**src/hdl/fbpa_pkg.sv**
```systemverilog
// shared types and constants of the fixed block pool allocator
package fbpa_pkg;

  localparam int OP_W   = 2;
  localparam int SIZE_W = 16;
  localparam int IDX_W  = 5;
  localparam int CNT_W  = 6;

  localparam int BLOCK_COUNT_DEF = 32;
  localparam logic [SIZE_W-1:0] BLOCK_BYTES = 16'd64;

  typedef enum logic [OP_W-1:0] {
    OP_ALLOC   = 2'd0,
    OP_RELEASE = 2'd1,
    OP_STATS   = 2'd2,
    OP_NOP     = 2'd3
  } op_t;

  typedef enum logic [1:0] {
    ST_IDLE,
    ST_LINK,
    ST_POP
  } state_t;

  typedef struct packed {
    logic             we;
    logic [IDX_W-1:0] waddr;
    logic [IDX_W-1:0] wdata;
    logic [IDX_W-1:0] raddr;
  } mem_req_t;

endpackage

```
**src/hdl/fbpa_ifs.sv**
```systemverilog
// request and result channel interfaces of the block pool allocator
interface fbpa_in_if;
  import fbpa_pkg::*;

  logic              valid;
  logic              ready;
  logic [OP_W-1:0]   opcode;
  logic [SIZE_W-1:0] request_size;
  logic [IDX_W-1:0]  release_index;
  logic              release_is_null;

  modport source (output valid, output opcode, output request_size,
                  output release_index, output release_is_null, input ready);
  modport sink   (input valid, input opcode, input request_size,
                  input release_index, input release_is_null, output ready);
endinterface

interface fbpa_out_if;
  import fbpa_pkg::*;

  logic             valid;
  logic             ready;
  logic             status;
  logic [IDX_W-1:0] granted_index;
  logic [CNT_W-1:0] total_blocks;
  logic [CNT_W-1:0] used_blocks;
  logic [CNT_W-1:0] free_blocks;

  modport source (output valid, output status, output granted_index,
                  output total_blocks, output used_blocks, output free_blocks,
                  input ready);
  modport sink   (input valid, input status, input granted_index,
                  input total_blocks, input used_blocks, input free_blocks,
                  output ready);
endinterface

```
**src/hdl/fbpa_ram.sv**
```systemverilog
// generic single write port ram with registered read
module fbpa_ram #(
  parameter int WIDTH = 8,
  parameter int DEPTH = 32
) (
  input  logic                     clk,
  input  logic                     we,
  input  logic [$clog2(DEPTH)-1:0] waddr,
  input  logic [WIDTH-1:0]         wdata,
  input  logic [$clog2(DEPTH)-1:0] raddr,
  output logic [WIDTH-1:0]         rdata
);

  logic [WIDTH-1:0] mem [DEPTH];
  logic [WIDTH-1:0] rdata_r;

  always_ff @(posedge clk) begin
    if (we) begin
      mem[waddr] <= wdata;
    end
    rdata_r <= mem[raddr];
  end

  assign rdata = rdata_r;

endmodule

```
**src/hdl/fbpa_ctrl.sv**
```systemverilog
// free list controller: head, count, pool linking sweep and result register
module fbpa_ctrl #(
  parameter int BLOCK_COUNT = fbpa_pkg::BLOCK_COUNT_DEF
) (
  input  logic                       clk,
  input  logic                       rst_n,
  fbpa_in_if.sink                    in_ch,
  fbpa_out_if.source                 out_ch,
  output fbpa_pkg::mem_req_t         mem_req,
  input  logic [fbpa_pkg::IDX_W-1:0] mem_rdata
);
  import fbpa_pkg::*;

  localparam int AW = $clog2(BLOCK_COUNT);
  localparam logic [CNT_W-1:0] TOTAL = CNT_W'(BLOCK_COUNT);
  localparam logic [AW-1:0] LAST = AW'(BLOCK_COUNT - 1);

  state_t           state_r, state_nxt;
  logic [IDX_W-1:0] head_r, head_nxt;
  logic [CNT_W-1:0] free_r, free_nxt;
  logic             init_r, init_nxt;
  logic [AW-1:0]    cnt_r, cnt_nxt;
  logic             size_ok_r, size_ok_nxt;

  logic             out_valid_r, out_valid_nxt;
  logic             status_r, status_nxt;
  logic [IDX_W-1:0] granted_r, granted_nxt;
  logic [CNT_W-1:0] total_r, total_nxt;
  logic [CNT_W-1:0] used_r, used_nxt;
  logic [CNT_W-1:0] freeo_r, freeo_nxt;

  logic in_ready;
  logic accept;
  logic size_ok;
  logic rel_ok;
  op_t  op;

  assign op       = op_t'(in_ch.opcode);
  assign in_ready = (state_r == ST_IDLE) && (!out_valid_r || out_ch.ready);
  assign accept   = in_ch.valid && in_ready;
  assign size_ok  = in_ch.request_size <= BLOCK_BYTES;
  assign rel_ok   = init_r && !in_ch.release_is_null &&
                    ({1'b0, in_ch.release_index} < TOTAL) && (free_r < TOTAL);

  always_comb begin
    state_nxt     = state_r;
    head_nxt      = head_r;
    free_nxt      = free_r;
    init_nxt      = init_r;
    cnt_nxt       = cnt_r;
    size_ok_nxt   = size_ok_r;
    out_valid_nxt = out_valid_r && !out_ch.ready;
    status_nxt    = status_r;
    granted_nxt   = granted_r;
    total_nxt     = total_r;
    used_nxt      = used_r;
    freeo_nxt     = freeo_r;
    mem_req       = '0;

    case (state_r)
      ST_IDLE: begin
        if (accept) begin
          case (op)
            OP_ALLOC: begin
              if (!init_r) begin
                cnt_nxt     = '0;
                size_ok_nxt = size_ok;
                state_nxt   = ST_LINK;
              end else if (!size_ok || free_r == '0) begin
                out_valid_nxt = 1'b1;
                status_nxt    = 1'b1;
                granted_nxt   = '0;
                total_nxt     = '0;
                used_nxt      = '0;
                freeo_nxt     = '0;
              end else begin
                mem_req.raddr = head_r;
                state_nxt     = ST_POP;
              end
            end
            OP_RELEASE: begin
              if (rel_ok) begin
                mem_req.we    = 1'b1;
                mem_req.waddr = in_ch.release_index;
                mem_req.wdata = head_r;
                head_nxt      = in_ch.release_index;
                free_nxt      = free_r + 1'b1;
              end
              out_valid_nxt = 1'b1;
              status_nxt    = 1'b0;
              granted_nxt   = '0;
              total_nxt     = '0;
              used_nxt      = '0;
              freeo_nxt     = '0;
            end
            OP_STATS: begin
              out_valid_nxt = 1'b1;
              status_nxt    = 1'b0;
              granted_nxt   = '0;
              total_nxt     = init_r ? TOTAL : '0;
              used_nxt      = init_r ? (TOTAL - free_r) : '0;
              freeo_nxt     = init_r ? free_r : '0;
            end
            default: begin
              out_valid_nxt = 1'b1;
              status_nxt    = 1'b0;
              granted_nxt   = '0;
              total_nxt     = '0;
              used_nxt      = '0;
              freeo_nxt     = '0;
            end
          endcase
        end
      end
      ST_LINK: begin
        mem_req.we    = 1'b1;
        mem_req.waddr = IDX_W'(cnt_r);
        mem_req.wdata = (cnt_r == LAST) ? '0 : (IDX_W'(cnt_r) + 1'b1);
        cnt_nxt       = cnt_r + 1'b1;
        if (cnt_r == LAST) begin
          init_nxt = 1'b1;
          head_nxt = '0;
          free_nxt = TOTAL;
          if (size_ok_r) begin
            mem_req.raddr = '0;
            state_nxt     = ST_POP;
          end else begin
            out_valid_nxt = 1'b1;
            status_nxt    = 1'b1;
            granted_nxt   = '0;
            total_nxt     = '0;
            used_nxt      = '0;
            freeo_nxt     = '0;
            state_nxt     = ST_IDLE;
          end
        end
      end
      ST_POP: begin
        head_nxt      = mem_rdata;
        free_nxt      = free_r - 1'b1;
        out_valid_nxt = 1'b1;
        status_nxt    = 1'b0;
        granted_nxt   = head_r;
        total_nxt     = '0;
        used_nxt      = '0;
        freeo_nxt     = '0;
        state_nxt     = ST_IDLE;
      end
      default: begin
        state_nxt = ST_IDLE;
      end
    endcase
  end

  always_ff @(posedge clk) begin
    if (!rst_n) begin
      state_r     <= ST_IDLE;
      head_r      <= '0;
      free_r      <= '0;
      init_r      <= 1'b0;
      cnt_r       <= '0;
      size_ok_r   <= 1'b0;
      out_valid_r <= 1'b0;
    end else begin
      state_r     <= state_nxt;
      head_r      <= head_nxt;
      free_r      <= free_nxt;
      init_r      <= init_nxt;
      cnt_r       <= cnt_nxt;
      size_ok_r   <= size_ok_nxt;
      out_valid_r <= out_valid_nxt;
    end
  end

  always_ff @(posedge clk) begin
    status_r  <= status_nxt;
    granted_r <= granted_nxt;
    total_r   <= total_nxt;
    used_r    <= used_nxt;
    freeo_r   <= freeo_nxt;
  end

  assign in_ch.ready          = in_ready;
  assign out_ch.valid         = out_valid_r;
  assign out_ch.status        = status_r;
  assign out_ch.granted_index = granted_r;
  assign out_ch.total_blocks  = total_r;
  assign out_ch.used_blocks   = used_r;
  assign out_ch.free_blocks   = freeo_r;

  a_free_bounded: assert property (@(posedge clk) disable iff (!rst_n)
    free_r <= TOTAL)
    else $error("free count above pool size");

  a_uninit_empty: assert property (@(posedge clk) disable iff (!rst_n)
    !init_r |-> free_r == '0)
    else $error("free count nonzero before pool linked");

  a_busy_slot_empty: assert property (@(posedge clk) disable iff (!rst_n)
    (state_r == ST_LINK || state_r == ST_POP) |-> !out_valid_r)
    else $error("result slot occupied during multi-cycle op");

  a_pop_count: assert property (@(posedge clk) disable iff (!rst_n)
    state_r == ST_POP |=> free_r == $past(free_r) - 1'b1 && out_valid_r)
    else $error("pop did not decrement free count or post result");

  a_pop_nonempty: assert property (@(posedge clk) disable iff (!rst_n)
    state_r == ST_POP |-> free_r != '0)
    else $error("pop issued on empty list");

endmodule

```
**src/hdl/fixed_block_pool_allocator_unit.sv**
```systemverilog
// top level of the fixed block pool allocator
//
// in_ch carries one request word: opcode (allocate, release, statistics,
// no-op), request_size, release_index and release_is_null. out_ch returns
// exactly one result word per request, in request order.
// the free list successor links live in a one-port-write, one-port-read ram
// with registered read; head and free count sit in registers.
// release, statistics and no-op write their result word straight from the
// idle state. allocate first registers the ram read of the head's successor
// and posts its result from the pop state. the first allocate after reset
// also links the whole pool first, one ram entry per cycle.
// reset empties the pool state: statistics read zero and releases are
// ignored until the first allocate links the pool.
// results sit in an output register; in the idle state a new request is taken
// while that register is empty or holds a word that the receiver takes in the
// same cycle. when the receiver stalls, in_ch.ready falls until the word is taken.
module fixed_block_pool_allocator_unit #(
  parameter int BLOCK_COUNT = fbpa_pkg::BLOCK_COUNT_DEF
) (
  input logic        clk,
  input logic        rst_n,
  fbpa_in_if.sink    in_ch,
  fbpa_out_if.source out_ch
);
  import fbpa_pkg::*;

  localparam int AW = $clog2(BLOCK_COUNT);

  mem_req_t         mem_req;
  logic [IDX_W-1:0] mem_rdata;

  fbpa_ctrl #(
    .BLOCK_COUNT(BLOCK_COUNT)
  ) u_ctrl (
    .clk      (clk),
    .rst_n    (rst_n),
    .in_ch    (in_ch),
    .out_ch   (out_ch),
    .mem_req  (mem_req),
    .mem_rdata(mem_rdata)
  );

  fbpa_ram #(
    .WIDTH(IDX_W),
    .DEPTH(BLOCK_COUNT)
  ) u_link_ram (
    .clk  (clk),
    .we   (mem_req.we),
    .waddr(mem_req.waddr[AW-1:0]),
    .wdata(mem_req.wdata),
    .raddr(mem_req.raddr[AW-1:0]),
    .rdata(mem_rdata)
  );

endmodule

```
**src/flat_wrapper.sv**
```systemverilog
// flat-port wrapper written by rule: the top's interface ports become plain ports
module fixed_block_pool_allocator_unit_flat import fbpa_pkg::*;
#(
  parameter int BLOCK_COUNT = fbpa_pkg::BLOCK_COUNT_DEF
)
  (clk, rst_n, in_ch_valid, in_ch_opcode, in_ch_request_size, in_ch_release_index, in_ch_release_is_null, in_ch_ready, out_ch_valid, out_ch_status, out_ch_granted_index, out_ch_total_blocks, out_ch_used_blocks, out_ch_free_blocks, out_ch_ready);
  fbpa_in_if in_ch_i ();
  fbpa_out_if out_ch_i ();
  input logic clk;
  input logic rst_n;
  input wire logic [$bits(in_ch_i.valid)-1:0] in_ch_valid;
  input wire logic [$bits(in_ch_i.opcode)-1:0] in_ch_opcode;
  input wire logic [$bits(in_ch_i.request_size)-1:0] in_ch_request_size;
  input wire logic [$bits(in_ch_i.release_index)-1:0] in_ch_release_index;
  input wire logic [$bits(in_ch_i.release_is_null)-1:0] in_ch_release_is_null;
  output wire logic [$bits(in_ch_i.ready)-1:0] in_ch_ready;
  output wire logic [$bits(out_ch_i.valid)-1:0] out_ch_valid;
  output wire logic [$bits(out_ch_i.status)-1:0] out_ch_status;
  output wire logic [$bits(out_ch_i.granted_index)-1:0] out_ch_granted_index;
  output wire logic [$bits(out_ch_i.total_blocks)-1:0] out_ch_total_blocks;
  output wire logic [$bits(out_ch_i.used_blocks)-1:0] out_ch_used_blocks;
  output wire logic [$bits(out_ch_i.free_blocks)-1:0] out_ch_free_blocks;
  input wire logic [$bits(out_ch_i.ready)-1:0] out_ch_ready;
  assign in_ch_i.valid = in_ch_valid;
  assign in_ch_i.opcode = in_ch_opcode;
  assign in_ch_i.request_size = in_ch_request_size;
  assign in_ch_i.release_index = in_ch_release_index;
  assign in_ch_i.release_is_null = in_ch_release_is_null;
  assign in_ch_ready = in_ch_i.ready;
  assign out_ch_valid = out_ch_i.valid;
  assign out_ch_status = out_ch_i.status;
  assign out_ch_granted_index = out_ch_i.granted_index;
  assign out_ch_total_blocks = out_ch_i.total_blocks;
  assign out_ch_used_blocks = out_ch_i.used_blocks;
  assign out_ch_free_blocks = out_ch_i.free_blocks;
  assign out_ch_i.ready = out_ch_ready;
  fixed_block_pool_allocator_unit #(.BLOCK_COUNT(BLOCK_COUNT)) u_core (.clk(clk), .rst_n(rst_n), .in_ch(in_ch_i), .out_ch(out_ch_i));
endmodule
```
**config.mk**
```make
export PLATFORM = sky130hd
export DESIGN_NAME = fixed_block_pool_allocator_unit_flat
export DESIGN_NICKNAME = d
export VERILOG_FILES = /design/src/hdl/fbpa_pkg.sv /design/src/hdl/fbpa_ifs.sv /design/src/hdl/fbpa_ram.sv /design/src/hdl/fbpa_ctrl.sv /design/src/hdl/fixed_block_pool_allocator_unit.sv /design/src/flat_wrapper.sv
export SDC_FILE = /design/constraint.sdc
export NUM_CORES = 1
export LEC_CHECK = 0
export BUFFER_PORTS_ARGS = -buffer_cell sky130_fd_sc_hd__buf_2
export CELL_PAD_IN_SITES_DETAIL_PLACEMENT = 1
export CELL_PAD_IN_SITES_GLOBAL_PLACEMENT = 2
export CORE_ASPECT_RATIO = 1.25
export CORE_UTILIZATION = 40
export CTS_CLUSTER_SIZE = 14
export DETAILED_ROUTE_END_ITERATION = 10
export PLACE_DENSITY = 0.82
export SYNTH_ARGS = -nofsm -noshare
export SYNTH_HDL_FRONTEND = slang
export SYNTH_HIERARCHICAL = 1
export SYNTH_SLANG_ARGS = --single-unit
```
**constraint.sdc**
```tcl
create_clock -name clk -period 5.4 [get_ports clk]
set_clock_uncertainty 0.15 [all_clocks]
set_input_delay 1.08 -clock clk [delete_from_list [all_inputs] [get_ports clk]]
set_output_delay 1.08 -clock clk [all_outputs]
set_load 0.01 [all_outputs]
```
# Word-level counts from Yosys, hierarchy flattened
# Memories as Yosys holds them, arrays and structs flattened. A register that Yosys moved wholly into a read port is not among the register bits.
# Index checks and enable logic that the tools add are counted.
# totals
ramBits	160
memories	1
latchBits	0
rom_bits	0
ff_bits	45
word_cells	125
# classes
bitwise_logic	1
n_div	0
n_addsub	4
order_cmp	2
n_eq_ne	15
n_mux	68
multipliers	0
shift	0
n_reduce_logical	22
# memory_table
memory	words	word_bits	read_ports	rd_ports_with_merged_regs	write_ports	line_no	text
u_core.u_link_ram.mem	32	5	1	1	1	fbpa_ram.sv:14	logic [WIDTH-1:0] mem [DEPTH];
# op_table
cell	n
$mux W5	17
$mux W6	14
$pmux W6 S3	4
$pmux W6 S2	3
$pmux W16 S2	1
$pmux W5 S3	2
$mux W11	2
$le A16 B7 Y1 const B	1
$mux W16	1
$mux W1	14
$mux W2	6
$reduce_and A4 Y1	3
$ne A2 B2 Y1 const B	5
$pmux W5 S2	1
$ne A3 B3 Y1 const B	3
$add A6 B1 Y6 const B	1
$logic_not A6 Y1	1
$lt A6 B6 Y1 const B	1
$pmux W1 S3	2
$reduce_and A6 Y1	1
$sub A6 B1 Y6 const B	1
$sub A6 B6 Y6 const A	1
$add A5 B1 Y5 const B	1
$eq A5 B5 Y1 const B	1
13 further kinds	25

# Logic depth before layout (Yosys ltp)
# Gate-level depths: netlist (run 1).
# logic_depth
ltp_word	10
depth_mapped	11
mapped_depth_nobuf	9

# Hierarchy
# The synthesis (run 1) kept the hierarchy.
# modules_own_cells
module	area_per_inst_um2	instances	cells_per_inst
fbpa_ram	6344.8	1	277
fbpa_ctrl	2341.0	1	254

# Worst setup path after synthesis (run 1)
# No wires, ideal clock.
# synth_timing
kind	input to register
from	in in_ch_request_size[0]
to	reg u_core.u_link_ram.rdata_r[0], in the netlist u_core/u_link_ram/rdata[0], read port of u_core.u_link_ram.mem
stages	10
setup_time_ns	0.121
slack_ns	1.060
arrival_ns	4.069
path_cell_list	or4_1 -> o31a_1 -> nor3_1 -> and3_1 -> and2_1 -> clkbuf_1 -> buf_2 -> mux4_2 -> mux4_2 -> mux2_2
# synth_rtl
element	line_no	text
start: declaration	flat_wrapper.sv:13	input wire logic [$bits(in_ch_i.request_size)-1:0] in_ch_request_size;
end: declaration	fbpa_ram.sv:15	logic [WIDTH-1:0] rdata_r;

==> out/results.env, run 1 <==
STATUS='completed'
PATH_CELLS='buf_2, or4_1, o31a_1, nor3_1, and3_1, and2_2, buf_12, mux4_2, mux4_2, mux2_2'
HP-CLASS='register to register'
LAYOUT-AREA-OVERHEAD-VS-SYNTH_PCT=14.1
INITIAL_UTILIZATION_PCT=41.3
YOSYSSEQAREASHARE_PCT=67.5
DR.FIRST_ITER.DRC_COUNT=350
NUMBER_OF_GLOBAL_ROUTE_VIAS_BEFORE_REPAIR=5322
DIEWIDTH_UM=134
GR-USAGE-MET3_PCT=2.59
AVGVIACOUNTPERCELL=5.47
ANTENNA_FOUND_INITIAL=0
BUFFER_DEPTH_OF_THE_LONGEST_CLOCK_PATH=3
CORE_AREA_SQ_MM=0.0210
TIMING.FINAL.CRIT_PERIOD_NS=4.44
WORST_SKEW_PAIR.LATE_LATENCY_NS=0.50
OVERALL_ROUTING_RESOURCE_USAGE_PCT=19.0
POSTCTSRESIZEDCELLS=0
WIRE_LENGTH_OF_THE_FIRST_GLOBAL_ROUTING_PASS_MM=31.8
SLEW_VIOLS_FINAL=0
DRC=0
SYN_AVG_CELL_AREA_SQ_UM=16.4
SYNTH.CELL_AREA_SQ_MM=0.00869
SYNTH.FF_LATCH_COUNT=204
TIMING.CRITICAL_PATH.SLOWEST_CELL_DELAY_NS=0.57
POWER.SHARE.SEQUENTIAL_PCT=52.8
NUM_ANTENNA_CELLS=0
INTPOWER_uW=2610
CLK_PIN_SLEW_WORST_PATHS_NS=0.06
SYNTH.AREA.TOP_CELLS='edfxtp_1, mux4_2, dfxtp_1, nor2_1, ha_1'
COMB_POWER_SHARE_PCT=3.0
AREA_FRACTION_OF_THE_DOMINANT_CELL_TYPE_AFTER_SYNTHESIS_PCT=61.5
SYNTH_LARGEST_AREA_CELL='edfxtp_1'
YOSYS_WARNINGS=6
SYNTH-EDFF-COUNT=178
GRT_SETUP_UNREPAIRED='false'
FMAX_MHz=225
WORST_PIN_SLEW_NS=0.857
DETAILEDROUTE.FIRSTPASSITERATIONCOUNT=4
POWER_FRAC_CLOCK_PCT=44.2
GRT_OVF=0
GRT-BUSIEST-LAYER='met2'
NUM_ROWS=59
TOTAL_SWITCHING_POWER_uW=652
SYNTH_FF_TYPE='edfxtp_1'
GRT_USE_MET1_PCT=22.3
CLKSINKCOUNT=204
FIN_TOTAL_PWR_uW=3260
TIMING.CRITICAL_PATH.ARRIVAL_NS=4.65
ENDPOINT_KIND='register'
CTS.HTREE.LEVELS=1
GRT_MAX_DEGREE=41
CTS-ROOT-BUF='clkbuf_16'
DIE-AREA_SQ_MM=0.0223
TOTAL_LEAKAGE_POWER_uW=0.00350
CP_COMMON_CELL='mux4_2'
LAYOUT-DRIVE-GT1-SHARE_PCT=25.7
MOSTFREQUENTLAYOUTCELL='edfxtp_1'
CRITICALPATHCATEGORY='input port to register'
ROUTE.ANTENNA.REMAINING_NETS=0
IRDROPWORSTVDD_mV=0.223
DP_HPWL_MM=14.1
POWER.DENSITY_mW_PER_MM2=329
GRT.MET2_USAGE_PCT=35.3
FIN_TNS_SETUP_NS=0
WL_PER_CELL_UM=23.2
TIMING.FINAL.HOLD_VIOLATIONS=0
NUM_PORTS=54
TIMING.CRITICAL_PATH.BUF_INV=2
FINAL_CELL_MIX='edfxtp_1, mux4_2, buf_2, nor2_1, dfxtp_1'
POWER.SWITCHING_FRACTION_PCT=20.0
FINALCRITPERIODSHARE_PCT=82.2
REQUIRED_NS=5.61
CAP_VIOLATIONS=0
SYNTHCELLS=531
CRIT_SLOWEST_CELL='mux4_2'
DR_TOTAL_VIAS=4777
CTS.REPAIR_TIMING.SETUP_BUFFER_COUNT=0
CTSHOLDBUFFERS=0
SYNTH-ASYNC-RESET-RATIO_PCT=0
WORST_PATH_DOMINANT_CELL_FAMILY='simple AND/OR/NAND/NOR gates'
TRITONCTS_CLOCK_TREE='built'
HEADROOM_TO_THE_MAX_SLEW_LIMIT_PCT=42.9
DRT-TOTAL-WL_MM=20.3
DESIGN_AREA_SQ_MM=0.00991
CTS_BUFFERS=21
DIE_HEIGHT_UM=167
PLACE.PORT_BUFFERS=48
PLACEMENT.CELL_AREA_SQ_MM=0.00923
PLACE.GP.CONGESTION=0.791
LAYOUT.NETS=625
CRITPATHLAUNCHTYPE='input port'
REPORT.FINAL.SETUP_VIOL=0
YS_TYPES=50
CRIT_FANOUT=21
flip-flops by register name (all words and copies together) (netlist names):
signal                              count
u_core/u_ctrl/head_r                    5
u_core/u_ctrl/cnt_r                     5
u_core/u_ctrl/out_ch.free_blocks        6
u_core/u_ctrl/out_ch.total_blocks       1
u_core/u_ctrl/out_ch.valid              1
u_core/u_ctrl/out_ch.status             1
u_core/u_ctrl/init_r                    1
u_core/u_link_ram/mem                 160
u_core/u_ctrl/out_ch.used_blocks        5
u_core/u_ctrl/out_ch.granted_index      5
u_core/u_ctrl/state_r                   2
u_core/u_ctrl/free_r                    6
u_core/u_ctrl/size_ok_r                 1
u_core/u_link_ram/rdata                 5
layout make-up:
type / instances / area [sq um]
flip-flops and latches: 204 / 5870
repair buffers: 57 / 320
well taps: 274 / 343
inverters: 9 / 33.8
multi-input cells: 292 / 2670
clock buffers: 25 / 541
fillers: 2050 / 11100
clock inverters: 12 / 140
kinds of logic after synthesis:
| logic type | after synthesis | share of synthesized area (%) |
|---|---|---|
| XOR/XNOR | 9 | 0.908 |
| adder cells (fa/ha/maj) | 12 | 1.82 |
| other | 1 | 0.0432 |
| buffers and inverters | 39 | 2.03 |
| AO/OA/AOI/OAI | 57 | 4.87 |
| AND/OR/NAND/NOR | 153 | 9.08 |
| flip-flops | 204 | 67.5 |
| multiplexers | 56 | 13.7 |
worst paths after layout:
kind | from | end | slack [ns] | depth (start not counted)
max | in_ch_request_size[0] | u_core/u_link_ram/rdata[2] | 0.96 | 10
min reg2reg | u_core/u_ctrl/cnt_r[4] | u_core/u_ctrl/cnt_r[4] | 0.36 | 2
max reg2reg | u_core/u_ctrl/free_r[0] | u_core/u_link_ram/rdata[2] | 1.44 | 10
min | u_core/u_ctrl/cnt_r[4] | u_core/u_ctrl/cnt_r[4] | 0.36 | 2
power groups by stage:
stage / sequential (uW) / clock, uW / combinational [uW]
floorplan: 1760 / 0 / 52.4
global placement: 1760 / 0 / 97.3
detailed placement: 1760 / 0 / 99.1
CTS: 1720 / 1470 / 99.5
global route: 1720 / 1530 / 107
finish: 1720 / 1440 / 98.0
cells in the mapped netlist, drive strengths merged, types with 2 or more instances:
cell type  instances
edfxtp           178
mux4              50
nor2              47
dfxtp             26
nand3             23
nand2             18
clkbuf            17
and2              16
buf               13
a21boi            11
ha                11
o21ai              9
a21oi              8
a22o               8
inv                8
nand2b             8
nor3               8
o211a              7
nand3b             6
xnor2              6
mux2               5
and3               4
nor3b              4
a31oi              3
nor2b              3
or2                3
or3                3
or3b               3
xor2               3
a21o               2
a31o               2
nand4              2
o21a               2
worst reg2reg max path: cells and delay by family, from the launching register on:
kind / cells / cell delay (ns)
muxes: 3 / 1.38
and+or+nand+nor: 4 / 1.15
DFF: 1 / 0.49
buffers and inverters: 2 / 0.40
adders and majority gates: 1 / 0.26
per-stage QoR:
step	setup WS, ns	util (%)	instances	hold WS (ns)
floorplan	1.06	-	535	0.309
global placement	0.523	43.9	836	0.337
detailed placement	0.459	43.9	836	0.355
CTS	0.942	47.1	873	0.363
global route	0.838	47.1	873	0.379
finish	0.961	47.1	873	0.363
layer usage:
metal	routed length [um]	up-vias
li1	-	2179
met4	527	0
met2	11200	102
met3	786	29
met1	7780	2467
met5	0	-
(Power assumes the default switching activity.)
==> inputs of run 2 (changes only) <==
- ABC_AREA: default -> 1
- PLACE_DENSITY: 0.82 -> 0.9
- clock period: 5.4 -> 4.2 ns (I/O delays scaled with it)
==> run 2 against run 1 <==
Net effect:
- clock-buffer cell count rose by 1
- register-to-register slack got worse by 0.56 ns
- sequential share of layout area fell by 2.0 points
- via count rose by 39%
- highest routed layer unchanged
- largest cell class unchanged
- synthesized area rose by 4.7%
- sequential power rose by 30%
- critical path depth rose by 6
==> out/results.env, run 2 <==
STATUS='completed'
LAYOUT.NETS=982
SYNTH-EDFF-COUNT=178
TOP_REGISTER='u_core/u_link_ram/mem'
CTS.REPAIR_TIMING.SETUP_BUFFER_COUNT=0
DP_HPWL_MM=16.3
POWER_FRAC_CLOCK_PCT=42.4
PLACE_WORST_SETUP_SLACK_NS=0.796
CRITICALPATHCATEGORY='register to register'
WL_PER_CELL_UM=19.5
CORE_AREA_SQ_MM=0.0223
SYNTH-ASYNC-RESET-RATIO_PCT=0
FIN_TOTAL_PWR_uW=4160
POWER.SHARE.SEQUENTIAL_PCT=53.6
HEADROOM_TO_THE_MAX_SLEW_LIMIT_PCT=26.4
SYNTH-XOR-AREA-SHARE_PCT=0.674
LAYOUT-AREA-OVERHEAD-VS-SYNTH_PCT=12.8
POWER.SWITCHING_FRACTION_PCT=21.5
CRIT_FANOUT=47
CTSHOLDBUFFERS=0
WIRE_LENGTH_OF_THE_FIRST_GLOBAL_ROUTING_PASS_MM=38.2
ENDPOINT_KIND='register'
CAP_VIOLATIONS=0
GRT_SETUP_UNREPAIRED='false'
PLACE.GP.CONGESTION=0.828
CLKSINKCOUNT=204
REQUIRED_NS=4.48
SYNTH_COMPOUND_AREA_SHARE_PCT=3.81
YOSYS-MUX-AREA-FRACTION_PCT=0
BUFFER_DEPTH_OF_THE_LONGEST_CLOCK_PATH=3
FRACTION_OF_THE_MAPPED_NETLIST_AREA_IN_ADDER_CELLS_PCT=1.73
TIMING.FINAL.HOLD_VIOLATIONS=0
WORST_PIN_SLEW_NS=1.10
POWER.DENSITY_mW_PER_MM2=406
OVERALL_ROUTING_RESOURCE_USAGE_PCT=21.7
ANTENNA_FOUND_INITIAL=0
SETUP.REG_TO_REG.WORST_SLACK_NS=0.88
LARGEST_REGISTER_FF_COUNT=160
SYNTHSIMPLEGATEAREAFRAC_PCT=23.5
FINAL_CELL_MIX='nand2_1, edfxtp_1, nand3_1, nor2_1, buf_2'
SYNTH.FF_LATCH_COUNT=204
COMB_POWER_SHARE_PCT=4.0
LAYOUT-DRIVE-GT1-SHARE_PCT=13.2
GRT_MAX_DEGREE=81
AREA_FRACTION_OF_THE_DOMINANT_CELL_TYPE_AFTER_SYNTHESIS_PCT=58.8
TOTAL_SWITCHING_POWER_uW=893
DR_TOTAL_VIAS=6617
PLACE.PORT_BUFFERS=48
FIN_TNS_SETUP_NS=0
MOSTFREQUENTLAYOUTCELL='nand2_1'
SYNTH_TOP_FAMILY_BY_AREA='simple AND/OR/NAND/NOR gates'
HP-CLASS='register to register'
NUMBER_OF_GLOBAL_ROUTE_VIAS_BEFORE_REPAIR=6979
ROUTE.ANTENNA.REMAINING_NETS=0
DIEWIDTH_UM=137
GRT_OVF=0
CRITPATHLAUNCHTYPE='register'
MULTIINPUTGATEAREA_SQ_MM=0.00277
SYNTH.AREA.TOP_CELLS='edfxtp_1, nand2_1, nand3_1, dfxtp_1, nor2_1'
DETAILEDROUTE.FIRSTPASSITERATIONCOUNT=5
TRITONCTS_CLOCK_TREE='built'
NUM_ROWS=61
YOSYSSEQAREASHARE_PCT=64.5
IRDROPWORSTVDD_mV=0.301
DIE_HEIGHT_UM=171
AVGVIACOUNTPERCELL=5.34
YS_TYPES=38
NUM_PORTS=54
FILLCELLCOUNT=2527
SYNTH_FF_TYPE='edfxtp_1'
SYNTH.CELL_AREA_SQ_MM=0.00910
SYNTH_TOP_CELLS_BY_COUNT='nand2_1, edfxtp_1, nand3_1, nor2_1, inv_1'
CTS-ROOT-BUF='clkbuf_16'
WORST_SKEW_PAIR.LATE_LATENCY_NS=0.50
DR.FIRST_ITER.DRC_COUNT=425
TIMING.CRITICAL_PATH.ARRIVAL_NS=3.60
DIE-AREA_SQ_MM=0.0234
CTS.HTREE.LEVELS=1
CLK_PIN_SLEW_WORST_PATHS_NS=0.06
SYNTH_LARGEST_AREA_CELL='edfxtp_1'
NUM_ANTENNA_CELLS=0
LAYOUT_SETUP_WS_NS=0.877
TIMING.FINAL.CRIT_PERIOD_NS=3.32
YOSYS_WARNINGS=6
INTPOWER_uW=3270
DRT-TOTAL-WL_MM=24.2
INITIAL_UTILIZATION_PCT=40.8
POSTCTSRESIZEDCELLS=0
REPORT.FINAL.SETUP_VIOL=0
DRC=0
TOTAL_LEAKAGE_POWER_uW=0.00392
CTS_BUFFERS=21
SYN_AVG_CELL_AREA_SQ_UM=10.2
FINALCRITPERIODSHARE_PCT=79.1
FMAX_MHz=301
SLEW_VIOLS_FINAL=0
SEQUENTIAL_AREA_SQ_MM=0.00587
SYNTHCELLS=890
YOSYSMOSTFREQUENTCELL='nand2_1'
[run 2: cell types whose count changed after synthesis, moves of 19 or more]
cell	previous run	this run
inv_1	8	47
nand2_1	18	264
mux4_2	50	0
o21ai_0	9	28
nor2_1	47	69
nand3_1	23	147
[run 2: cell type report]
class                           instances  share of cell area (%)
Sequential cell                       204                    57.2
Tap cell                              283                    3.45
Inverter                               56                    2.10
Clock buffer                           26                    5.40
Timing Repair Buffer                   69                    4.00
Multi-Input combinational cell        590                    27.0
Clock inverter                         12                   0.854
[run 2: worst paths after layout]
| kind | startpoint | depth (start not counted) | endpoint |
|---|---|---|---|
| worst min register to register | u_core/u_ctrl/head_r[0] | 2 | u_core/u_ctrl/out_ch.granted_index[0] |
| worst max-delay path | u_core/u_ctrl/state_r[0] | 16 | u_core/u_link_ram/rdata[1] |
| worst min-delay path | u_core/u_ctrl/head_r[0] | 2 | u_core/u_ctrl/out_ch.granted_index[0] |
| worst max register to register | u_core/u_ctrl/state_r[0] | 16 | u_core/u_link_ram/rdata[1] |
[run 2: power groups by stage]
stage	clock network, uW	logic [uW]	registers [uW]
final	1760	167	2230
after global routing	1870	182	2230
after CTS	1800	168	2230
after detailed placement	0	167	2270
after global placement	0	162	2270
after floorplan	0	89.0	2280
[run 2: critical path, stage by stage, from the launching register on]
cell	delay, ns
dfxtp_1	0.35
inv_1	0.10
ha_1	0.45
nand3_4	0.15
nor2_4	0.15
nand2_1	0.15
nor3_2	0.27
buf_12	0.26
buf_4	0.40
nand2_1	0.12
nand3_1	0.13
nand3_1	0.14
nand2_1	0.12
nand2_1	0.06
nand2_1	0.07
nand2_1	0.05
nand2_1	0.05
[run 2: logic make-up after synthesis]
family / after synthesis
DFF: 204
AOI/OAI and AO/OA: 65
and+or+nand+nor: 501
other: 1
adders and majority gates: 12
xor gates and xnor gates: 7
buffers and inverters: 100
[run 2: metrics by stage]
stage / cells / hold slack, ns / cell area, sq um / utilization (%)
floorplan: 894 / 0.308 / 9110 / -
global placement: 1202 / 0.340 / 9610 / 43.1
detailed placement: 1202 / 0.359 / 9610 / 43.1
CTS: 1240 / 0.368 / 10300 / 46.0
global route: 1240 / 0.395 / 10300 / 46.0
finish: 1240 / 0.368 / 10300 / 46.0
[run 2: metal layers]
metal	vias up	track usage (%)	share of wire (%)	wire length, um
li1	3129	-	-	-
met1	3269	26.4	40	9770
met3	58	2.37	3.4	824
met2	161	39.0	53	12800
met4	0	8.84	3.5	857
met5	-	0	0	0
